### src/cvfa_pkg.sv
`timescale 1ns / 1ps
`default_nettype none

package cvfa_pkg;

  // Store geometry and frame layout
  localparam int MAX_CELLS       = 25;
  localparam int VOLTAGE_FRAMES  = 7;
  localparam int CELLS_PER_FRAME = 4;
  localparam int STRIDE_LOG2     = 16;   // frame identifier step of 0x10000
  localparam int MV_LIMIT        = 7000;
  localparam logic [28:0] BASE_RESET = 29'd417343732;

  localparam int ID_W  = 29;
  localparam int MV_W  = 13;
  localparam int CNT_W = 5;              // count and 1-based index fields
  localparam int SUM_W = $clog2(MAX_CELLS * MV_LIMIT + 1);
  localparam int POS_W = (MAX_CELLS > 1) ? $clog2(MAX_CELLS) : 1;
  localparam int K_W   = $clog2(VOLTAGE_FRAMES + 1);
  localparam int CMP_W = $clog2(VOLTAGE_FRAMES * CELLS_PER_FRAME + MAX_CELLS + 1);
  localparam int SLOT_W = (CELLS_PER_FRAME > 1) ? $clog2(CELLS_PER_FRAME) : 1;

  typedef logic [MV_W-1:0] mv_t;

  // Running aggregate handed from the scan unit to the top level
  typedef struct packed {
    logic [CNT_W-1:0] count;
    logic [SUM_W-1:0] sum;
    mv_t              maxv;
    logic [CNT_W-1:0] maxi;
    mv_t              minv;
    logic [CNT_W-1:0] mini;
  } scan_res_t;

endpackage

`default_nettype wire

### src/cvfa_cell.sv
`timescale 1ns / 1ps
`default_nettype none

// One voltage slot of the shift ring.
module cvfa_cell
  import cvfa_pkg::*;
(
  input  wire logic clk,
  input  wire logic rst,
  input  wire logic shift,
  input  wire mv_t  din,
  output mv_t       dout
);

  mv_t value;

  always_ff @(posedge clk) begin
    if (rst) begin
      value <= '0;
    end else if (shift) begin
      value <= din;
    end
  end

  assign dout = value;

endmodule

`default_nettype wire

### src/cvfa_scan.sv
`timescale 1ns / 1ps
`default_nettype none

// Accumulates count, sum, first max and first min over the leading
// nonzero cells as they stream past the ring head.
module cvfa_scan
  import cvfa_pkg::*;
(
  input  wire logic             clk,
  input  wire logic             clear,
  input  wire logic             step,
  input  wire mv_t              v,
  input  wire logic [CNT_W-1:0] idx,
  output scan_res_t             res
);

  scan_res_t acc;
  logic      leading;

  always_ff @(posedge clk) begin
    if (clear) begin
      acc     <= '0;
      leading <= 1'b1;
    end else if (step && leading) begin
      if (v == '0) begin
        leading <= 1'b0;
      end else begin
        acc.count <= acc.count + 1'b1;
        acc.sum   <= acc.sum + SUM_W'(v);
        if (acc.count == '0) begin
          acc.maxv <= v;
          acc.maxi <= idx;
          acc.minv <= v;
          acc.mini <= idx;
        end else begin
          if (v > acc.maxv) begin
            acc.maxv <= v;
            acc.maxi <= idx;
          end
          if (v < acc.minv) begin
            acc.minv <= v;
            acc.mini <= idx;
          end
        end
      end
    end
  end

  assign res = acc;

endmodule

`default_nettype wire

### src/cvfa_div.sv
`timescale 1ns / 1ps
`default_nettype none

// Restoring divider, one quotient bit per cycle.
module cvfa_div
  import cvfa_pkg::*;
(
  input  wire logic             clk,
  input  wire logic             rst,
  input  wire logic             start,
  input  wire logic [SUM_W-1:0] dividend,
  input  wire logic [CNT_W-1:0] divisor,
  output logic                  done,
  output logic [SUM_W-1:0]      quotient
);

  localparam int STEP_W = $clog2(SUM_W + 1);

  logic [SUM_W-1:0]  quo;
  logic [CNT_W-1:0]  rem;
  logic [STEP_W-1:0] steps;
  logic              busy;
  logic [CNT_W:0]    shifted;
  logic [CNT_W:0]    trial;
  logic              fits;

  assign shifted = {rem, quo[SUM_W-1]};
  assign trial   = shifted - {1'b0, divisor};
  assign fits    = shifted >= {1'b0, divisor};

  always_ff @(posedge clk) begin
    if (rst) begin
      busy  <= 1'b0;
      done  <= 1'b0;
      steps <= '0;
    end else begin
      done <= 1'b0;
      if (start) begin
        busy  <= 1'b1;
        steps <= STEP_W'(SUM_W);
      end else if (busy) begin
        steps <= steps - 1'b1;
        if (steps == STEP_W'(1)) begin
          busy <= 1'b0;
          done <= 1'b1;
        end
      end
    end
  end

  always_ff @(posedge clk) begin
    if (start) begin
      quo <= dividend;
      rem <= '0;
    end else if (busy) begin
      rem <= fits ? trial[CNT_W-1:0] : shifted[CNT_W-1:0];
      quo <= {quo[SUM_W-2:0], fits};
    end
  end

  assign quotient = quo;

endmodule

`default_nettype wire

### src/cell_voltage_frame_aggregator.sv
`timescale 1ns / 1ps
`default_nettype none

// Flow: a matching frame transfer rotates the cell ring once, then starts the serial
//   divider, lets it run, and loads the result into the output register.
// A new frame is taken only after the result has moved into the output register;
//   frames that do not match are taken every cycle in idle and give no result.
// The cell ring rotation and the serial divider bound how often matching frames are taken.
// Reset: synchronous, active high; clears all cell slots, loads the default base id.
module cell_voltage_frame_aggregator
  import cvfa_pkg::*;
(
  input  wire logic               clk,
  input  wire logic               rst,
  // configuration write channel
  input  wire logic               cfg_valid,
  output logic                    cfg_ready,
  input  wire logic [ID_W-1:0]    cfg_data,
  // frame input channel
  input  wire logic               in_valid,
  output logic                    in_stall,
  input  wire logic [ID_W-1:0]    frame_id,
  input  wire logic [3:0]         frame_length,
  input  wire logic [63:0]        frame_data,
  // result channel
  output logic                    out_valid,
  input  wire logic               out_stall,
  output logic                    cells_valid,
  output logic [CNT_W-1:0]        cell_count,
  output logic [MV_W-1:0]         max_mv,
  output logic [CNT_W-1:0]        max_cell,
  output logic [MV_W-1:0]         min_mv,
  output logic [CNT_W-1:0]        min_cell,
  output logic [MV_W-1:0]         avg_mv,
  output logic [MV_W-1:0]         delta_mv
);

  // Sequencer states
  localparam logic [2:0] S_IDLE   = 3'd0;  // waiting for a frame
  localparam logic [2:0] S_SCAN   = 3'd1;  // rotating the ring once
  localparam logic [2:0] S_DSTART = 3'd2;  // aggregate settled, kick divider
  localparam logic [2:0] S_DIV    = 3'd3;  // divider running
  localparam logic [2:0] S_DONE   = 3'd4;  // result waiting for output room

  logic [2:0] state;
  logic [2:0] state_next;

  // ---------------------------------------------------------------------------
  // Configuration: the base id register takes a transfer whenever out of reset.
  // ---------------------------------------------------------------------------
  logic [ID_W-1:0] base_id;

  assign cfg_ready = !rst;

  always_ff @(posedge clk) begin
    if (rst) begin
      base_id <= BASE_RESET;
    end else if (cfg_valid && cfg_ready) begin
      base_id <= cfg_data;
    end
  end

  // ---------------------------------------------------------------------------
  // Frame match: id = base + k * 0x10000 with k below VOLTAGE_FRAMES.
  // ---------------------------------------------------------------------------
  logic [ID_W-1:0] id_diff;
  logic            id_match;
  logic            in_xfer;

  assign id_diff  = frame_id - base_id;
  assign id_match = (frame_id >= base_id)
                 && (id_diff[STRIDE_LOG2-1:0] == '0)
                 && (id_diff[ID_W-1:STRIDE_LOG2] < (ID_W-STRIDE_LOG2)'(VOLTAGE_FRAMES));

  // held off during reset so no transfer is taken and dropped
  assign in_stall = rst || (state != S_IDLE);
  assign in_xfer  = in_valid && !in_stall;

  // Slot decode: little-endian 16-bit word, both bytes inside the length,
  // and a value from 1 to MV_LIMIT; anything else clears the slot.
  mv_t slot_dec [CELLS_PER_FRAME];

  always_comb begin
    for (int i = 0; i < CELLS_PER_FRAME; i++) begin
      logic [15:0] raw;
      raw = frame_data[16*i +: 16];
      if ((frame_length > 4'(2*i + 1)) && (raw != '0) && (raw <= 16'(MV_LIMIT))) begin
        slot_dec[i] = raw[MV_W-1:0];
      end else begin
        slot_dec[i] = '0;
      end
    end
  end

  // Frame captured at the transfer
  mv_t             slots [CELLS_PER_FRAME];
  logic [CMP_W-1:0] kbase;   // first cell index the frame rewrites

  always_ff @(posedge clk) begin
    if (in_xfer && id_match) begin
      slots <= slot_dec;
      kbase <= CMP_W'(id_diff[STRIDE_LOG2 +: K_W]) * CMP_W'(CELLS_PER_FRAME);
    end
  end

  // ---------------------------------------------------------------------------
  // Cell ring: during the scan every cell takes its upper neighbor, and the
  // head value re-enters at the tail, replaced by the frame's slot when the
  // head position lies in the frame's range. After one full rotation the ring
  // is back in place with the store updated.
  // ---------------------------------------------------------------------------
  logic [POS_W-1:0] pos;       // cell index currently at the ring head
  logic             shift;
  logic             last;
  mv_t              ring [MAX_CELLS];
  mv_t              tail_in;
  logic [CMP_W-1:0] off;
  logic             hit;

  assign shift = (state == S_SCAN);
  assign last  = (pos == POS_W'(MAX_CELLS - 1));
  assign off   = CMP_W'(pos) - kbase;
  assign hit   = (CMP_W'(pos) >= kbase) && (off < CMP_W'(CELLS_PER_FRAME));
  assign tail_in = hit ? slots[off[SLOT_W-1:0]] : ring[0];

  for (genvar g = 0; g < MAX_CELLS; g++) begin : g_cell
    mv_t din;
    if (g == MAX_CELLS - 1) begin : g_tail
      assign din = tail_in;
    end else begin : g_body
      assign din = ring[g+1];
    end
    cvfa_cell u_cell (
      .clk   (clk),
      .rst   (rst),
      .shift (shift),
      .din   (din),
      .dout  (ring[g])
    );
  end

  always_ff @(posedge clk) begin
    if (rst) begin
      pos <= '0;
    end else if (in_xfer) begin
      pos <= '0;
    end else if (shift) begin
      pos <= last ? '0 : pos + 1'b1;
    end
  end

  // ---------------------------------------------------------------------------
  // Aggregate over the updated values as they leave the tail input.
  // ---------------------------------------------------------------------------
  scan_res_t agg;

  cvfa_scan u_scan (
    .clk   (clk),
    .clear (in_xfer && id_match),
    .step  (shift),
    .v     (tail_in),
    .idx   (CNT_W'(pos) + 1'b1),
    .res   (agg)
  );

  // Average: sum / count on the serial divider
  logic             div_done;
  logic [SUM_W-1:0] quotient;

  cvfa_div u_div (
    .clk      (clk),
    .rst      (rst),
    .start    (state == S_DSTART),
    .dividend (agg.sum),
    .divisor  (agg.count),
    .done     (div_done),
    .quotient (quotient)
  );

  // ---------------------------------------------------------------------------
  // Sequencer and output register. A new frame is taken as soon as the result
  // moves into the output register, even while that register is stalled.
  // ---------------------------------------------------------------------------
  logic ready_res;
  logic load;

  assign ready_res = (state == S_DONE) || ((state == S_DIV) && div_done);
  assign load      = ready_res && (!out_valid || !out_stall);

  always_comb begin
    state_next = state;
    case (state)
      S_IDLE: begin
        if (in_xfer && id_match) begin
          state_next = S_SCAN;
        end
      end
      S_SCAN: begin
        if (last) begin
          state_next = S_DSTART;
        end
      end
      S_DSTART: begin
        state_next = S_DIV;
      end
      S_DIV: begin
        if (div_done) begin
          state_next = load ? S_IDLE : S_DONE;
        end
      end
      S_DONE: begin
        if (load) begin
          state_next = S_IDLE;
        end
      end
      default: begin
        state_next = S_IDLE;
      end
    endcase
  end

  always_ff @(posedge clk) begin
    if (rst) begin
      state     <= S_IDLE;
      out_valid <= 1'b0;
    end else begin
      state <= state_next;
      if (load) begin
        out_valid <= 1'b1;
      end else if (!out_stall) begin
        out_valid <= 1'b0;
      end
    end
  end

  always_ff @(posedge clk) begin
    if (load) begin
      cells_valid <= (agg.count != '0);
      cell_count  <= agg.count;
      max_mv      <= agg.maxv;
      max_cell    <= agg.maxi;
      min_mv      <= agg.minv;
      min_cell    <= agg.mini;
      avg_mv      <= (agg.count != '0) ? quotient[MV_W-1:0] : '0;
      delta_mv    <= agg.maxv - agg.minv;
    end
  end

endmodule

`default_nettype wire

### config.mk
export PLATFORM = sky130hd
export DESIGN_NAME = cell_voltage_frame_aggregator
export DESIGN_NICKNAME = d
export VERILOG_FILES = /design/src/cvfa_pkg.sv /design/src/cvfa_cell.sv /design/src/cvfa_scan.sv /design/src/cvfa_div.sv /design/src/cell_voltage_frame_aggregator.sv
export SDC_FILE = /design/constraint.sdc
export NUM_CORES = 1
export LEC_CHECK = 0
export ABC_AREA = 1
export BUFFER_PORTS_ARGS = -buffer_cell sky130_fd_sc_hd__buf_2
export CAP_MARGIN = 20
export CORE_AREA = 2 2 151 300
export CTS_CLUSTER_SIZE = 14
export DETAILED_ROUTE_END_ITERATION = 12
export DIE_AREA = 0 0 153 302
export GPL_ROUTABILITY_DRIVEN = 0
export PLACE_DENSITY = 0.88
export SLEW_MARGIN = 40
export SYNTH_ARGS = -nofsm -noshare
export SYNTH_HDL_FRONTEND = slang
export SYNTH_SLANG_ARGS = --single-unit
### constraint.sdc
create_clock -name clk -period 12 [get_ports clk]
set_clock_uncertainty 0.2 [all_clocks]
set_input_delay 2.4 -clock clk [delete_from_list [all_inputs] [get_ports clk]]
set_output_delay 2.4 -clock clk [all_outputs]
set_load 0.1 [all_outputs]
==> results.yml <==
grt:
  grt_max_degree: 173
  grt.met1_usage_pct: 28.02
  track_usage_pct: 26.87
  grt_pass1_wl_mm: 101.5
  antenna_found_initial: 6
  top_usage_layer: "met2"
  gr-total-overflow: 0
  gr-usage-met3_pct: 3.424
  met2_usage_pct: 48.98
  first_global_vias: 21220
pwr:
  p_leak_uw: 0.01358
  p_per_area_mw_per_mm2: 248.2
  vdd_drop_max_uv: 147.9
timing:
  rsz0062_at_grt: "false"
  final-hold-violation-count: 0
  fmax_mhz: 147.6
  fin_setup_tns_ps: 0
  maxSlewHeadroom_pct: 45.28
  layout_min_cycle_time_ps: 6774
  setup_ws_ps: 5226
  timing.final.crit_share_pct: 56.45
  setup_viol: 0
  maxSlewViolCount: 0
  worst_pin_slew_ps: 819.8
clocking:
  clock-sinks: 576
  tritoncts: "yes"
  cts-buffers-inserted: 51
  htreeDepth: 2
  clock_latency_ps: 590
  cts_hold_buf: 0
  cts-root-buf: "clkbuf_16"
  ctsResizeCount: 0
  clkTransAtPathRegs_ps: 60
  cts_buffer_depth: 3
  post_cts_buffers: 0
floorplan:
  row_count: 109
  start_util_pct: 57.93
  coreArea_mm2: 0.04405
  pin_count: 202
  dieArea_mm2: 0.04621
  fp.dieH_um: 302
  die_w_um: 153
final_layout:
  area_growth_pct: 10.71
  drive_gt1_share_pct: 8.861
  nNetsFinal: 3595
critical_path:
  path_class: "in -> out"
  r2r_slack_ps: 6530
  rr_worst_depth: 20
  r2r-end: "u_scan.res[17]"
  start_kind: "input pin"
  crit_path_max_fanout: 91
  worst_setup_path_end_kind: "output pin"
  required_ps: 9400
  r2r_start: "pos[2]"
  cp_data_arrival_time_ps: 4170
hold_path:
  min_to: "max_cell[4]"
  holdPathStages: 0
  min_from: "u_scan.res[22]"
  hold_class: "reg -> reg"
yosys:
  synth_seq_cells: 576
  synthesis.nets: 3486
  yosysTopAreaCell: "dfxtp_1"
  synth_top_area_share_pct: 34.12
  synthCells: 3257
  synth.avg_cell_area_um2: 7.835
  async_flop_share_pct: 0
  synth_warnings: 0
  yosysUniqueCellTypes: 52
  synth.area.top_cells: "dfxtp_1 (34%), edfxtp_1 (17%), nor2_1 (12%)"
  synth_area_mm2: 0.02552
  ys_seq_area_share_pct: 50.72
  synth_common_cells: "nor2_1 (830), dfxtp_1 (435), o21ai_0 (412), nand2_1 (392), inv_1 (312)"
  synth_edf_count: 141
  synth-main-ff-cell: "dfxtp_1"
  synth_most_common_cell: "nor2_1"
drt:
  drt-pass1-iter-count: 6
  wl_per_cell_um: 16.05
  drt_wl_total_mm: 63.51
  drt_iter0_markers: 1871
  ant_nets: 0
  vias: 21960
  drc: 0
  via_per_inst: 5.549
placement:
  preCtsSetupSlack_ps: 5258
  port_buffers: 200
  dp_hpwl_mm: 43.60
job:
  max_cap_violations: 0
run_status:
  run_status: "finished, final reports clean"
## cells by family after synthesis
family	share of synthesized area [%]
AO/OA/AOI/OAI	14.31
buffers and inverters	7.276
XOR/XNOR	1.270
flip-flops	50.72
AND/OR/NAND/NOR	21.47
adder cells (fa/ha/maj)	4.952
## layer usage
metal / vias to the layer above / share of wire, %
met3: 253 / 5.4
met2: 776 / 51
met1: 10110 / 35
met4: 4 / 8.0
li1: 10810 / -
met5: - / 0.036
## layout make-up
type	count	area [µm²]
Multi-Input combinational cell	2206	10750
Inverter	320	1214
Tap cell	555	694.4
Clock inverter	12	98.84
Fill cell	3558	15800
Clock buffer	72	1400
Sequential cell	576	12940
Timing Repair Buffer	211	1144
Antenna cell	5	12.51
## power breakdown
part	leakage, µW	internal, µW	switching, µW
Sequential	0.00487	2620	300
Clock	0.000726	814	719
Combinational	0.00798	748	1810
## critical path: stages
cell and delay [ps]:
buf_2 590, inv_6 370, nand3_1 220, buf_2 510
## stage by stage
stage / instance area (µm²) / hold WS, ps / cells / utilization (%) / total power (µW)
finish: 28250 / 229.2 / 3957 / 64.14 / 7013
global route: 28250 / 253.5 / 3956 / 64.13 / 7458
CTS: 28230 / 228.6 / 3952 / 64.09 / 7008
detailed placement: 26730 / 214.0 / 3868 / 60.69 / 5457
global placement: 26670 / 212.6 / 3866 / 60.54 / 5343
floorplan: 25520 / 208.2 / 3257 / - / 4852
## sequential cells by signal, indices dropped and copies added (netlist names), 5 cells and up
name                cells
u_div.steps             5
pos                     5
u_div.quotient         18
g_cell.u_cell.dout    325
min_cell                5
max_mv                 13
avg_mv                 13
min_mv                 13
delta_mv               13
base_id                29
slots                  52
cell_count              5
max_cell                5
u_scan.res             59
u_div.rem               5
## cells in the final DEF, fill, tap and decap left out, types with 14 or more instances in the layout
cell type,instances
nand2_1,392
nand3_1,71
o22ai_1,14
nand4_1,34
clkbuf_16,51
o21ai_1,41
clkbuf_1,15
nor3_1,26
xor2_1,22
nor2_1,828
a21oi_1,161
xnor2_1,15
buf_2,200
o21ai_0,412
inv_1,309
a211oi_1,18
edfxtp_1,141
dfxtp_1,434
ha_1,93
## worst max path at each step
stage / from / endpoint / slack (ps)
after global placement: rst / in_stall / 5240
after global routing: rst / in_stall / 5130
after detailed placement: rst / in_stall / 5260
after CTS: rst / in_stall / 5240
after floorplan: frame_id[0] / kbase[2] / 4930
final: rst / in_stall / 5230
Power figures use the tool's default switching activity.
